$ cat src/rtl/lspe_pkg.sv
// lspe_pkg: shared types, codes and constants of the line sensor position estimator
// no dependencies; imported by lspe_datapath, lspe_ctrl, the core and lspe_checker

package lspe_pkg;

   // fixed geometry of the sensor bar
   localparam int SENSOR_COUNT = 8;
   localparam int CHAN_W       = $clog2(SENSOR_COUNT);
   localparam int KIND_W       = 2;

   // weighted position: sum of weight steps (0..28) times a reciprocal of the count
   localparam int KSUM_W  = 5;
   localparam int RECIP_W = 23;
   localparam int PROD_W  = KSUM_W + RECIP_W;
   localparam int FRAC_W  = 16;
   localparam int QPOS_W  = 10;
   localparam int POS_W   = 11;
   localparam int SEEN_W  = 4;

   // result transaction: position, line bits, seen count, padded to bytes
   localparam int OUT_RAW_W = POS_W + SENSOR_COUNT + SEEN_W;
   localparam int OUT_W     = ((OUT_RAW_W + 7) / 8) * 8;

   // position limits
   localparam logic signed [POS_W-1:0] POS_LOST      = -11'sd1;
   localparam logic signed [POS_W-1:0] POS_LEFT      = 11'sd0;
   localparam logic signed [POS_W-1:0] POS_RIGHT     = 11'sd700;
   localparam logic signed [POS_W-1:0] EDGE_LOW      = 11'sd100;
   localparam logic signed [POS_W-1:0] EDGE_HIGH     = 11'sd600;

   // configuration register index (word address bit)
   localparam logic CSR_IDX_POLARITY = 1'b0;

   typedef enum logic [KIND_W-1:0] {
      KIND_MEASURE    = 2'd0,
      KIND_BACKGROUND = 2'd1,
      KIND_LINE       = 2'd2,
      KIND_FINISH     = 2'd3
   } kind_type;

   // controller to datapath commands
   typedef struct packed {
      logic              load;
      logic              acc_bg;
      logic              acc_line;
      logic              meas_bits;
      logic              meas_mult;
      logic              emit;
      logic              div_start;
      logic              div_line;
      logic              store_bg;
      logic              store_thr;
      logic              clear_cal;
      logic [CHAN_W-1:0] chan;
   } cmd_type;

   // datapath to controller status
   typedef struct packed {
      logic div_done;
      logic out_free;
   } status_type;

   // ceil(100 * 2^16 / count); exact floor(100*k/count) for k <= 28
   function automatic logic [RECIP_W-1:0] recip_of(input logic [SEEN_W-1:0] count);
      logic [RECIP_W-1:0] r;
      case (count)
         4'd1:    r = 23'd6553600;
         4'd2:    r = 23'd3276800;
         4'd3:    r = 23'd2184534;
         4'd4:    r = 23'd1638400;
         4'd5:    r = 23'd1310720;
         4'd6:    r = 23'd1092267;
         4'd7:    r = 23'd936229;
         4'd8:    r = 23'd819200;
         default: r = '0;
      endcase
      return r;
   endfunction

endpackage

$ cat src/rtl/lspe_div.sv
// lspe_div: restoring divider, one quotient bit per cycle
// depends on nothing; used by lspe_datapath for the calibration averages

module lspe_div #(
   parameter int NUM_W = 21,
   parameter int DEN_W = 11
) (
   input  logic             clock,
   input  logic             reset,
   input  logic             start,
   input  logic [NUM_W-1:0] dividend,
   input  logic [DEN_W-1:0] divisor,
   output logic             done,
   output logic [NUM_W-1:0] quotient
);

   localparam int STEP_W = (NUM_W > 1) ? $clog2(NUM_W) : 1;

   logic              run_ff, run_in;
   logic              done_ff, done_in;
   logic [STEP_W-1:0] step_ff, step_in;
   logic [NUM_W-1:0]  quo_ff, quo_in;
   logic [DEN_W-1:0]  rem_ff, rem_in;
   logic [DEN_W-1:0]  den_ff, den_in;
   logic [DEN_W:0]    trial;
   logic [DEN_W:0]    diff;

   // operand load on start, else one shift-subtract step
   always_comb begin
      trial   = {rem_ff, quo_ff[NUM_W-1]};
      diff    = trial - {1'b0, den_ff};
      run_in  = run_ff;
      done_in = 1'b0;
      step_in = step_ff;
      quo_in  = quo_ff;
      rem_in  = rem_ff;
      den_in  = den_ff;
      if (start) begin
         run_in  = 1'b1;
         step_in = '0;
         quo_in  = dividend;
         rem_in  = '0;
         den_in  = divisor;
      end else if (run_ff) begin
         if (trial >= {1'b0, den_ff}) begin
            rem_in = diff[DEN_W-1:0];
            quo_in = {quo_ff[NUM_W-2:0], 1'b1};
         end else begin
            rem_in = trial[DEN_W-1:0];
            quo_in = {quo_ff[NUM_W-2:0], 1'b0};
         end
         if (step_ff == STEP_W'(NUM_W - 1)) begin
            run_in  = 1'b0;
            done_in = 1'b1;
         end else begin
            step_in = step_ff + 1'b1;
         end
      end
   end

   // control registers
   always_ff @(posedge clock) begin
      if (reset) begin
         run_ff  <= 1'b0;
         done_ff <= 1'b0;
         step_ff <= '0;
      end else begin
         run_ff  <= run_in;
         done_ff <= done_in;
         step_ff <= step_in;
      end
   end

   // operand registers
   always_ff @(posedge clock) begin
      quo_ff <= quo_in;
      rem_ff <= rem_in;
      den_ff <= den_in;
   end

   assign done     = done_ff;
   assign quotient = quo_ff;

endmodule

$ cat src/rtl/lspe_datapath.sv
// lspe_datapath: calibration sums, thresholds, measure pipeline and result register
// depends on lspe_pkg and lspe_div; driven by lspe_ctrl through cmd_type

module lspe_datapath #(
   parameter int MAX_SCANS   = 1024,
   parameter int SAMPLE_BITS = 10,
   parameter int IN_W        = 80
) (
   input  logic                   clock,
   input  logic                   reset,
   input  lspe_pkg::cmd_type      cmd,
   output lspe_pkg::status_type   status,
   input  logic                   polarity,
   input  logic [IN_W-1:0]        req_tdata,
   output logic                   rsp_tvalid,
   input  logic                   rsp_tready,
   output logic [lspe_pkg::OUT_W-1:0] rsp_tdata
);
   import lspe_pkg::*;

   localparam int CNT_W = $clog2(MAX_SCANS + 1);
   localparam int SUM_W = SAMPLE_BITS + CNT_W;

   logic [SAMPLE_BITS-1:0] samp_ff [SENSOR_COUNT];
   logic [SUM_W-1:0]       bg_sum_ff [SENSOR_COUNT];
   logic [SUM_W-1:0]       ln_sum_ff [SENSOR_COUNT];
   logic [SAMPLE_BITS-1:0] thr_ff [SENSOR_COUNT];
   logic [CNT_W-1:0]       bg_cnt_ff, ln_cnt_ff;
   logic [SAMPLE_BITS-1:0] bavg_ff;
   logic signed [POS_W-1:0] last_pos_ff;

   logic [SENSOR_COUNT-1:0] bits1_ff, bits2_ff, bits_in;
   logic [SEEN_W-1:0]       seen1_ff, seen2_ff, seen_in;
   logic [KSUM_W-1:0]       ksum_ff, ksum_in;
   logic [PROD_W-1:0]       prod_ff;

   logic                    out_valid_ff;
   logic [OUT_W-1:0]        out_data_ff;
   logic signed [POS_W-1:0] pos_in;

   logic                    div_done;
   logic [SUM_W-1:0]        div_quo;
   logic [SUM_W-1:0]        div_num;
   logic [CNT_W-1:0]        div_den;
   logic [SAMPLE_BITS-1:0]  avg_in;
   logic [SAMPLE_BITS:0]    mid_sum;

   // shared divider for the channel averages
   assign div_num = cmd.div_line ? ln_sum_ff[cmd.chan] : bg_sum_ff[cmd.chan];
   assign div_den = cmd.div_line ? ln_cnt_ff : bg_cnt_ff;

   lspe_div #(
      .NUM_W (SUM_W),
      .DEN_W (CNT_W)
   ) u_div (
      .clock    (clock),
      .reset    (reset),
      .start    (cmd.div_start),
      .dividend (div_num),
      .divisor  (div_den),
      .done     (div_done),
      .quotient (div_quo)
   );

   // average is zero when no scan of that kind was taken
   always_comb begin
      avg_in = div_quo[SAMPLE_BITS-1:0];
      if (div_den == '0) begin
         avg_in = '0;
      end
      mid_sum = {1'b0, bavg_ff} + {1'b0, avg_in};
   end

   // line bits, seen count and weight-step sum
   always_comb begin
      logic above;
      bits_in = '0;
      seen_in = '0;
      ksum_in = '0;
      for (int i = 0; i < SENSOR_COUNT; i++) begin
         above = samp_ff[i] > thr_ff[i];
         if (polarity ? !above : above) begin
            bits_in[i] = 1'b1;
            seen_in    = seen_in + 1'b1;
            ksum_in    = ksum_in + KSUM_W'(SENSOR_COUNT - 1 - i);
         end
      end
   end

   // final position, with edge hold when the line is lost
   always_comb begin
      if (seen2_ff != '0) begin
         pos_in = signed'({1'b0, prod_ff[FRAC_W +: QPOS_W]});
      end else begin
         pos_in = POS_LOST;
         if (last_pos_ff <= EDGE_LOW) begin
            pos_in = POS_LEFT;
         end
         if (last_pos_ff >= EDGE_HIGH) begin
            pos_in = POS_RIGHT;
         end
      end
   end

   // calibration state and last position
   always_ff @(posedge clock) begin
      if (reset) begin
         for (int i = 0; i < SENSOR_COUNT; i++) begin
            bg_sum_ff[i] <= '0;
            ln_sum_ff[i] <= '0;
            thr_ff[i]    <= '0;
         end
         bg_cnt_ff   <= '0;
         ln_cnt_ff   <= '0;
         last_pos_ff <= '0;
      end else begin
         if (cmd.acc_bg && bg_cnt_ff < CNT_W'(MAX_SCANS)) begin
            for (int i = 0; i < SENSOR_COUNT; i++) begin
               bg_sum_ff[i] <= bg_sum_ff[i] + SUM_W'(samp_ff[i]);
            end
            bg_cnt_ff <= bg_cnt_ff + 1'b1;
         end
         if (cmd.acc_line && ln_cnt_ff < CNT_W'(MAX_SCANS)) begin
            for (int i = 0; i < SENSOR_COUNT; i++) begin
               ln_sum_ff[i] <= ln_sum_ff[i] + SUM_W'(samp_ff[i]);
            end
            ln_cnt_ff <= ln_cnt_ff + 1'b1;
         end
         if (cmd.store_thr) begin
            thr_ff[cmd.chan] <= mid_sum[SAMPLE_BITS:1];
         end
         if (cmd.clear_cal) begin
            for (int i = 0; i < SENSOR_COUNT; i++) begin
               bg_sum_ff[i] <= '0;
               ln_sum_ff[i] <= '0;
            end
            bg_cnt_ff <= '0;
            ln_cnt_ff <= '0;
         end
         if (cmd.emit) begin
            last_pos_ff <= pos_in;
         end
      end
   end

   // input capture, measure pipeline and background average
   always_ff @(posedge clock) begin
      if (cmd.load) begin
         for (int i = 0; i < SENSOR_COUNT; i++) begin
            samp_ff[i] <= req_tdata[i*SAMPLE_BITS +: SAMPLE_BITS];
         end
      end
      if (cmd.meas_bits) begin
         bits1_ff <= bits_in;
         seen1_ff <= seen_in;
         ksum_ff  <= ksum_in;
      end
      if (cmd.meas_mult) begin
         bits2_ff <= bits1_ff;
         seen2_ff <= seen1_ff;
         prod_ff  <= PROD_W'(ksum_ff) * PROD_W'(recip_of(seen1_ff));
      end
      if (cmd.store_bg) begin
         bavg_ff <= avg_in;
      end
   end

   // result register
   always_ff @(posedge clock) begin
      if (reset) begin
         out_valid_ff <= 1'b0;
      end else if (cmd.emit) begin
         out_valid_ff <= 1'b1;
      end else if (rsp_tready) begin
         out_valid_ff <= 1'b0;
      end
   end

   always_ff @(posedge clock) begin
      if (cmd.emit) begin
         out_data_ff <= OUT_W'({seen2_ff, bits2_ff, pos_in});
      end
   end

   assign rsp_tvalid      = out_valid_ff;
   assign rsp_tdata       = out_data_ff;
   assign status.div_done = div_done;
   assign status.out_free = !out_valid_ff || rsp_tready;

endmodule

$ cat src/rtl/lspe_ctrl.sv
// lspe_ctrl: sequencer for scans, measurements and the calibration finish
// depends on lspe_pkg; commands lspe_datapath through cmd_type

module lspe_ctrl (
   input  logic                          clock,
   input  logic                          reset,
   input  logic                          req_tvalid,
   output logic                          req_tready,
   input  logic [lspe_pkg::KIND_W-1:0]   req_tuser,
   output lspe_pkg::cmd_type             cmd,
   input  lspe_pkg::status_type          status
);
   import lspe_pkg::*;

   typedef enum logic [3:0] {
      ST_IDLE,
      ST_ACC_BG,
      ST_ACC_LINE,
      ST_MEAS_BITS,
      ST_MEAS_MULT,
      ST_MEAS_EMIT,
      ST_FIN_BG_GO,
      ST_FIN_BG_WAIT,
      ST_FIN_LINE_GO,
      ST_FIN_LINE_WAIT,
      ST_FIN_CLEAR
   } state_type;

   state_type         state_ff, state_in;
   logic [CHAN_W-1:0] chan_ff, chan_in;
   logic              accept;
   kind_type          kind;

   assign accept     = req_tvalid && req_tready;
   assign kind       = kind_type'(req_tuser);
   assign req_tready = (state_ff == ST_IDLE);

   // next state and commands
   always_comb begin
      state_in = state_ff;
      chan_in  = chan_ff;
      cmd      = '0;
      cmd.chan = chan_ff;
      case (state_ff)
         ST_IDLE: begin
            cmd.load = accept;
            if (accept) begin
               chan_in = '0;
               case (kind)
                  KIND_MEASURE:    state_in = ST_MEAS_BITS;
                  KIND_BACKGROUND: state_in = ST_ACC_BG;
                  KIND_LINE:       state_in = ST_ACC_LINE;
                  KIND_FINISH:     state_in = ST_FIN_BG_GO;
                  default:         state_in = ST_IDLE;
               endcase
            end
         end
         ST_ACC_BG: begin
            cmd.acc_bg = 1'b1;
            state_in   = ST_IDLE;
         end
         ST_ACC_LINE: begin
            cmd.acc_line = 1'b1;
            state_in     = ST_IDLE;
         end
         ST_MEAS_BITS: begin
            cmd.meas_bits = 1'b1;
            state_in      = ST_MEAS_MULT;
         end
         ST_MEAS_MULT: begin
            cmd.meas_mult = 1'b1;
            state_in      = ST_MEAS_EMIT;
         end
         ST_MEAS_EMIT: begin
            // wait for room in the result register
            if (status.out_free) begin
               cmd.emit = 1'b1;
               state_in = ST_IDLE;
            end
         end
         ST_FIN_BG_GO: begin
            cmd.div_start = 1'b1;
            state_in      = ST_FIN_BG_WAIT;
         end
         ST_FIN_BG_WAIT: begin
            if (status.div_done) begin
               cmd.store_bg = 1'b1;
               state_in     = ST_FIN_LINE_GO;
            end
         end
         ST_FIN_LINE_GO: begin
            cmd.div_start = 1'b1;
            cmd.div_line  = 1'b1;
            state_in      = ST_FIN_LINE_WAIT;
         end
         ST_FIN_LINE_WAIT: begin
            cmd.div_line = 1'b1;
            if (status.div_done) begin
               cmd.store_thr = 1'b1;
               if (chan_ff == CHAN_W'(SENSOR_COUNT - 1)) begin
                  state_in = ST_FIN_CLEAR;
               end else begin
                  chan_in  = chan_ff + 1'b1;
                  state_in = ST_FIN_BG_GO;
               end
            end
         end
         ST_FIN_CLEAR: begin
            cmd.clear_cal = 1'b1;
            state_in      = ST_IDLE;
         end
         default: begin
            state_in = ST_IDLE;
         end
      endcase
   end

   // state and channel counter
   always_ff @(posedge clock) begin
      if (reset) begin
         state_ff <= ST_IDLE;
         chan_ff  <= '0;
      end else begin
         state_ff <= state_in;
         chan_ff  <= chan_in;
      end
   end

endmodule

$ cat src/rtl/line_sensor_position_estimator_core.sv
// Line sensor position estimator. Each req transaction is one scan of eight samples
// (req_tdata, sensor 0 in the lowest bits) with its kind on req_tuser. A measure scan
// registers its line bits, then its scaled product, and writes the rsp register once
// that register is free, stalling while the sink still holds the previous result;
// background and line scans give no result. No new scan is accepted before the last
// one is done. A finish transaction runs the shared one-bit-per-cycle divider over the
// sixteen channel averages, during which no scan is accepted. The user must write
// polarity at byte address 0 of the csr port while the block is idle; the block itself
// does not enforce this.
// depends on lspe_pkg, lspe_ctrl, lspe_datapath and lspe_div

module line_sensor_position_estimator_core #(
   parameter int MAX_SCANS   = 1024,
   parameter int SAMPLE_BITS = 10
) (
   input  logic clock,
   input  logic reset,
   // request: tdata = sample_0 .. sample_7, SAMPLE_BITS each, zero padded to bytes
   input  logic                                           req_tvalid,
   output logic                                           req_tready,
   input  logic [((lspe_pkg::SENSOR_COUNT*SAMPLE_BITS+7)/8)*8-1:0] req_tdata,
   // request: tuser = kind
   input  logic [lspe_pkg::KIND_W-1:0]                    req_tuser,
   // response: tdata = position[10:0], line_bits[18:11], seen_count[22:19], zero pad
   output logic                                           rsp_tvalid,
   input  logic                                           rsp_tready,
   output logic [lspe_pkg::OUT_W-1:0]                     rsp_tdata,
   // configuration
   input  logic                                           csr_psel,
   input  logic                                           csr_penable,
   input  logic                                           csr_pwrite,
   input  logic [2:0]                                     csr_paddr,
   input  logic [31:0]                                    csr_pwdata,
   output logic [31:0]                                    csr_prdata,
   output logic                                           csr_pready
);
   import lspe_pkg::*;

   localparam int IN_W = ((SENSOR_COUNT * SAMPLE_BITS + 7) / 8) * 8;

   cmd_type    cmd;
   status_type status;
   logic       polarity_ff;

   // polarity register
   always_ff @(posedge clock) begin
      if (reset) begin
         polarity_ff <= 1'b0;
      end else if (csr_psel && csr_penable && csr_pwrite && csr_pready
                   && csr_paddr[2] == CSR_IDX_POLARITY) begin
         polarity_ff <= csr_pwdata[0];
      end
   end

   assign csr_pready = 1'b1;
   assign csr_prdata = (csr_paddr[2] == CSR_IDX_POLARITY) ? {31'b0, polarity_ff} : '0;

   lspe_ctrl u_ctrl (
      .clock      (clock),
      .reset      (reset),
      .req_tvalid (req_tvalid),
      .req_tready (req_tready),
      .req_tuser  (req_tuser),
      .cmd        (cmd),
      .status     (status)
   );

   lspe_datapath #(
      .MAX_SCANS   (MAX_SCANS),
      .SAMPLE_BITS (SAMPLE_BITS),
      .IN_W        (IN_W)
   ) u_datapath (
      .clock      (clock),
      .reset      (reset),
      .cmd        (cmd),
      .status     (status),
      .polarity   (polarity_ff),
      .req_tdata  (req_tdata),
      .rsp_tvalid (rsp_tvalid),
      .rsp_tready (rsp_tready),
      .rsp_tdata  (rsp_tdata)
   );

endmodule

$ cat config.mk
export PLATFORM = sky130hd
export DESIGN_NAME = line_sensor_position_estimator_core
export DESIGN_NICKNAME = d
export VERILOG_FILES = /design/src/rtl/lspe_pkg.sv /design/src/rtl/lspe_div.sv /design/src/rtl/lspe_datapath.sv /design/src/rtl/lspe_ctrl.sv /design/src/rtl/line_sensor_position_estimator_core.sv
export SDC_FILE = /design/constraint.sdc
export NUM_CORES = 2
export LEC_CHECK = 0
export BUFFER_PORTS_ARGS = -buffer_cell sky130_fd_sc_hd__buf_2
export CAP_MARGIN = 20
export CORE_MARGIN = 5
export CORE_UTILIZATION = 58
export DETAILED_ROUTE_END_ITERATION = 12
export HOLD_SLACK_MARGIN = 0.12
export PLACE_DENSITY_LB_ADDON = 0.1
export SLEW_MARGIN = 30
export SYNTH_ARGS = -nofsm -noshare
export SYNTH_HDL_FRONTEND = slang
export SYNTH_SLANG_ARGS = --single-unit
$ cat constraint.sdc
create_clock -name clock -period 15.35 [get_ports clock]
set_clock_uncertainty 0.05 [all_clocks]
set_input_delay 0.7675 -clock clock [delete_from_list [all_inputs] [get_ports clock]]
set_output_delay 0.7675 -clock clock [all_outputs]
set_load 0.005 [all_outputs]
**After elaboration in Yosys (flattened, before gate mapping)**

Memories as Yosys holds them, arrays and structs flattened. A register that Yosys moved wholly into a read port is not among the register bits.
Cells that the tools add are included.

- Memories kept: 5
- Logic and storage cells: 291
- Bits in writable memories: 496
- Flip-flop bits (word level): 180
- Bits of input ports: 124
- Bits in read-only memories: 368
- Bits in latches: 0
- Output and inout bits: 59

Memories:

| name | depth | width | rd ports | clocked after memory_dff | wr ports | line | text |
|---|---|---|---|---|---|---|---|
| (name not given) | 16 | 23 | 1 | 1 | 0 | lspe_pkg.sv:66 | `case (count)` |
| u_datapath.bg_sum_ff | 8 | 21 | 9 | 1 | 8 | lspe_datapath.sv:25 | `logic [SUM_W-1:0] bg_sum_ff [SENSOR_COUNT];` |
| u_datapath.ln_sum_ff | 8 | 21 | 9 | 1 | 8 | lspe_datapath.sv:26 | `logic [SUM_W-1:0] ln_sum_ff [SENSOR_COUNT];` |
| u_datapath.samp_ff | 8 | 10 | 8 | 0 | 8 | lspe_datapath.sv:24 | `logic [SAMPLE_BITS-1:0] samp_ff [SENSOR_COUNT];` |
| u_datapath.thr_ff | 8 | 10 | 8 | 0 | 8 | lspe_datapath.sv:27 | `logic [SAMPLE_BITS-1:0] thr_ff [SENSOR_COUNT];` |

- $lt $le $gt $ge: 13
- Bitwise operators: 35
- Multipliers: 1
- Div/mod/pow operators: 0
- Eq/ne operators: 20
- Reductions and logical operators: 32
- Shift operators: 0
- $add $sub $neg: 35
- Muxes and demuxes: 129

Operators with widths:

| cell | number |
|---|---|
| two-way mux 21 bit | 35 |
| adder 21 x 10 -> 21 bit | 16 |
| greater-than comparator 10 bit | 8 |
| two-way mux 1 bit | 55 |
| two-way mux 11 bit | 5 |
| two-way mux 4 bit | 13 |
| OR 1 bit | 32 |
| case mux 4 bit (8 select lines) | 1 |
| two-way mux 5 bit | 6 |
| two-way mux 3 bit | 9 |
| multiplier 5 x 23 -> 26 bit | 1 |
| adder 4 x 1 -> 4 bit (second input constant) | 6 |
| two-way mux 23 bit | 1 |
| adder 11 x 1 -> 11 bit (second input constant) | 2 |
| less-than comparator 11 bit (second input constant) | 2 |
| two-way mux 10 bit | 2 |
| equality test 4 x 3 -> 1 bit (second input constant) | 4 |
| case mux 4 bit (4 select lines) | 1 |
| equality test 4 bit (second input constant) | 3 |
| >= comparator 12 x 11 -> 1 bit | 1 |
| adder 10 x 10 -> 11 bit | 1 |
| >= comparator 11 bit (second input constant) | 1 |
| less-or-equal comparator 11 x 8 -> 1 bit (second input constant) | 1 |
| zero test 11 bit | 1 |
| 29 further kinds | 58 |

**Logic depth before layout (Yosys ltp)**

An unclocked memory read counts as a cell.

- Depth after elaboration: 20
- Depth in mapped cells: 31
- Depth with buffers taken out: 29

**Cells and area by module**

Synthesis repeated with hierarchy kept, for this count alone.

- Cells, all modules: 4240
- Area total of the unflattened synthesis: 41438.5 µm²

Modules (own cells, without submodules):

| module | area an instance (µm²) | times used | cells each | seq. area each (µm²) |
|---|---|---|---|---|
| lspe_datapath | 37828.8 | 1 | 3870 | 16315.6 |
| lspe_div | 2688.8 | 1 | 242 | 1321.3 |
| lspe_ctrl | 611.8 | 1 | 88 | 140.1 |
| line_sensor_position_estimator_core | 309.0 | 1 | 40 | 20.0 |

**Worst setup path after synthesis**

Ideal clock, no wire load.

- Kind: reg-to-reg
- Start point: memory u_datapath.samp_ff[0][7]
- End point: register with a tool-made name
- Buffers on the path: 0
- Period minus slack after synthesis: 5885 ps
- Library setup time: 72 ps
- Path slack: 9465 ps
- Arrival time: 5764 ps
- Data required time: 15228 ps
- Cell stages (with the launch flop): 28
- Cells stage by stage: edfxtp_1 -> ha_1 -> a21o_1 -> a21o_1 -> a221oi_1 -> a22o_1 -> xnor2_1 -> inv_1 -> ha_1 -> inv_1 -> mux2i_4 -> ha_1 -> o21a_1 -> a21oi_1 -> inv_1 -> ha_1 -> inv_1 -> xnor2_1 -> nor3_1 -> a211o_1 -> ha_1 -> or4_1 -> o31ai_1 -> a211oi_1 -> mux2i_1 -> ha_1 -> or2_1 -> mux2i_1

RTL lines:

| what | line |
|---|---|
| start, declared | lspe_datapath.sv:24 |

==> reports/qor_table.md <==
| Stage | Item | Value |
|---|---|---|
| synth | Main area contributors after synthesis | edfxtp_1 32%, dfxtp_1 12%, ha_1 9.6% |
| critical path | Delay of the slowest cell on the worst path | 0.62 ns |
| drt | Overall routed net length | 102.5 mm |
| floorplanning | Die area | 0.07591 mm^2 |
| drt | Vias per inst | 5.837 |
| drt | Total via count in the routed design | 29270 |
| drt | Routed wire length per instance | 20.43 um |
| critical path | Type of origin of the critical path | flip-flop |
| synth | Flops & latches, synth | 676 |
| final layout | Ratio of cells with drive above 1 in the final layout | 10.95% |
| critical path | Worst Path Buf+Inv | 4 |
| placement | Number of buffer cells added on primary ports | 116 |
| synth | Top_reg_cell synth | edfxtp_1 |
| final layout | Most common cell after layout, fill and taps aside | edfxtp_1 |
| final layout | Non-Filler Cell Area, Final | 0.04488 mm^2 |
| critical path | Cell with the most instances on the worst path | ha_1 |
| sta | Sum of negative setup slack | 0 ns |
| final layout | Area delta synth->final | 9.764% |
| sta | Transition time at the pin with the least slew margin | 1.068 ns |
| final layout | Area taken by multi-input logic gates | 0.02130 mm^2 |
| floorplanning | Initial core utilization | 58.39% |
| floorplanning | Die outline height | 275.5 um |
| pwr | Cell area power density | 110.2 mW/mm^2 |
| global routing | Leftover overflow at the end of global routing | 0 |
| placement | Post-detailed-placement half-perimeter wirelength | 74.49 mm |
| clock tree | Master cell of the clock root buffer | clkbuf_16 |
| synth | Dominant cell type by area after synthesis | edfxtp_1 |
| sta | Relative max-transition margin | 28.23% |
| global routing | Tot GR Track Use | 26.74% |
| synth | Fraction of registers with async set or reset after synthesis | 0% |
| synth | Number of synthesized flops with an enable pin | 432 |
| synth | Cell area after technology mapping | 0.04089 mm^2 |
| sta | Final period utilization | 45.07% |
| critical path | CP top delay family | adder cells |
| clock tree | Buffers inserted during post-CTS setup optimization | 0 |
| final layout | Total Nets Final | 4518 |
| floorplanning | IO Pins | 183 |
| critical path | Arrival time worst endpoint | 7.41 ns |
| placement | Dpl cell area | 0.04241 mm^2 |
| drt | Number of nets still failing antenna checks after routing | 0 |
| clock tree | Clk_lat worst skew | 0.62 ns |
| clock tree | Number of CTS-inserted buffers | 76 |
| synth | Number of warnings issued by yosys | 0 |
| sta | Slew Viols, Final | 0 |
| final layout | Post-layout utilization of the core | 64.09% |
| critical path | Critical Path End Type | flip-flop |
| clock tree | Clock input transition at the sequential cells of the worst setup and hold paths | 0.06 ns |
| global routing | Largest net degree at the start of global routing | 85 |
| pwr | Static leakage | 18.25 nW |
| critical path | Crit path max-delay cell type | mux2i_1 |
| drt | Number of search-and-repair iterations in the first detailed-routing pass | 5 |
| pwr | Peak supply drop | 0.1022 mV |
| sta | Post-route minimum period | 6.917 ns |
| clock tree | Clock sink count | 676 |
| synth | Synthesized area per cell | 10.45 um^2 |
| clock tree | Post-CTS Hold Fix Bufs | 0 |
| global routing | Number of antenna violations at the first check in global routing | 2 |
| synth | Top-area cell type share of the netlist area | 31.72% |
| clock tree | Clock H-tree levels | 3 |
| sta | Max frequency | 144.6 MHz |
| sta | Final hold vios | 0 |
| synth | Number of standard cells after synthesis | 3914 |
| clock tree | TritonCTS clock tree | yes |
| synth | Part of the Yosys area used for sequential elements | 43.67% |
| clock tree | Post-CTS Resized | 0 |
| floorplanning | Core area | 0.07003 mm^2 |
| final layout | Total area of sequential cells | 0.01787 mm^2 |
| final layout | Top library cells by usage in the layout, fill and taps aside | 432 x edfxtp_1, 421 x nor2_1, 328 x inv_1 |
| sta | Unrepaired setup endpoints after global routing | false |
| sta | Setup violators final | 0 |
| floorplanning | Floorplan die width | 275.5 um |
| drt | Remaining design rule violation count | 0 |
| placement | Placer's final routability congestion estimate | 0.8845 |
| drt | Iter 0 DRT Violations | 2257 |
| critical path | Maximum fanout encountered on the critical timing path | 7 |
| sta | Worst Hold Margin | 0.2722 ns |
| critical path | Data required time of the worst path | 15.85 ns |
| critical path | Start-to-end type of the worst setup path | reg -> reg |
| synth | Distinct cells, synth | 101 |
| job | Maximum capacitance violations | 0 |
| global routing | Vias in the first global route | 28250 |
| global routing | Global-route wire length before repair | 157.9 mm |
| sta | Final worst slack | 8.433 ns |
| run status | Run status | finished, final reports clean |
| worst hold path | Path type of the worst min-delay path | in -> reg |
| placement | Setup slack at placement | 8.554 ns |
| floorplanning | Standard-cell row count | 97 |
| clock tree | Longest Clk Path Bufs | 3 |
| final layout | Fillers | 5693 |
-- layer usage --
| metal | up-vias | global-route usage, % | routed length, um |
|---|---|---|---|
| met5 | - | 0 | 0 |
| met4 | 0 | 10.41 | 4269 |
| met3 | 165 | 3.955 | 6647 |
| met2 | 850 | 41.54 | 45820 |
| met1 | 14250 | 38.27 | 45730 |
| li1 | 14010 | - | - |
-- final timing paths --
path | end | cells past startpoint | slack (ns) | from
setup / recovery | flip-flop | 27 | 8.43 | u_datapath.samp_ff[0][9]$_DFFE_PP_
hold / removal | u_datapath.samp_ff[1][9]$_DFFE_PP_ | 1 | 0.27 | req_tdata[49]
setup reg to reg | flip-flop | 27 | 8.43 | u_datapath.samp_ff[0][9]$_DFFE_PP_
hold reg to reg | u_datapath.rsp_tdata[17]$_DFFE_PP_ | 0 | 0.37 | u_datapath.bits2_ff[6]$_DFFE_PP_
-- final cells by class --
| cell class | instances | share of cell area [%] |
|---|---|---|
| Timing Repair Buffer | 148 | 1.865 |
| Antenna cell | 3 | 0.01673 |
| Multi-Input combinational cell | 2774 | 47.45 |
| Clock inverter | 32 | 0.6969 |
| Clock buffer | 107 | 4.731 |
| Sequential cell | 676 | 39.80 |
| Inverter | 335 | 2.818 |
| Tap cell | 940 | 2.620 |
-- report_power, final --
group | total [mW] | leakage [nW] | internal (mW) | switching [mW]
combinational | 0.972 | 10.8 | 0.398 | 0.575
sequential | 2.17 | 6.21 | 2.06 | 0.113
clock | 1.81 | 1.19 | 1.05 | 0.754
-- state kept, by name, summed over array words and instances (netlist names), 11 cells and up, named ones only --
| name | flops |
|---|---|
| u_datapath.thr_ff | 80 |
| u_datapath.rsp_tdata | 23 |
| u_datapath.u_div.den_ff | 11 |
| u_datapath.ln_sum_ff | 168 |
| u_datapath.bg_sum_ff | 168 |
| u_datapath.u_div.rem_ff | 11 |
| u_datapath.last_pos_ff | 11 |
| u_datapath.samp_ff | 80 |
| u_datapath.ln_cnt_ff | 11 |
| u_datapath.u_div.quotient | 21 |
| u_datapath.bg_cnt_ff | 11 |
-- through the flow --
step,instances,power (mW)
floorplan,3945,2.893
global placement,4871,3.143
detailed placement,4871,3.163
CTS,5010,4.972
global route,5012,5.180
finish,5015,4.946
-- Yosys cell counts (all sizes together) (32+ instances only) --
master  number
o21ai      180
nor2       426
xor2        94
a21oi      232
a21boi      39
dfxtp      244
a21o        64
nor3        85
mux4       105
nand2      312
nand3       60
nand4       43
and3        42
inv        332
xnor2      212
fa          70
and2        63
nor2b       50
clkbuf     108
o21bai      32
ha         313
edfxtp     432
buf         52
-- logic make-up (layout without fill, tap and decap cells) --
kind of cell | Yosys count | count (layout) | share of synthesized area, %
mux | 150 | 150 | 7.004
compound gates | 672 | 672 | 10.25
fa+ha+maj | 383 | 383 | 13.00
xor+xnor | 309 | 309 | 6.845
other cells | 2 | 36 | 0.01837
simple gates | 1227 | 1227 | 14.26
flops | 676 | 676 | 43.67
buf+inv | 495 | 622 | 4.948
Note: power is estimated with default switching activity, not from simulation.
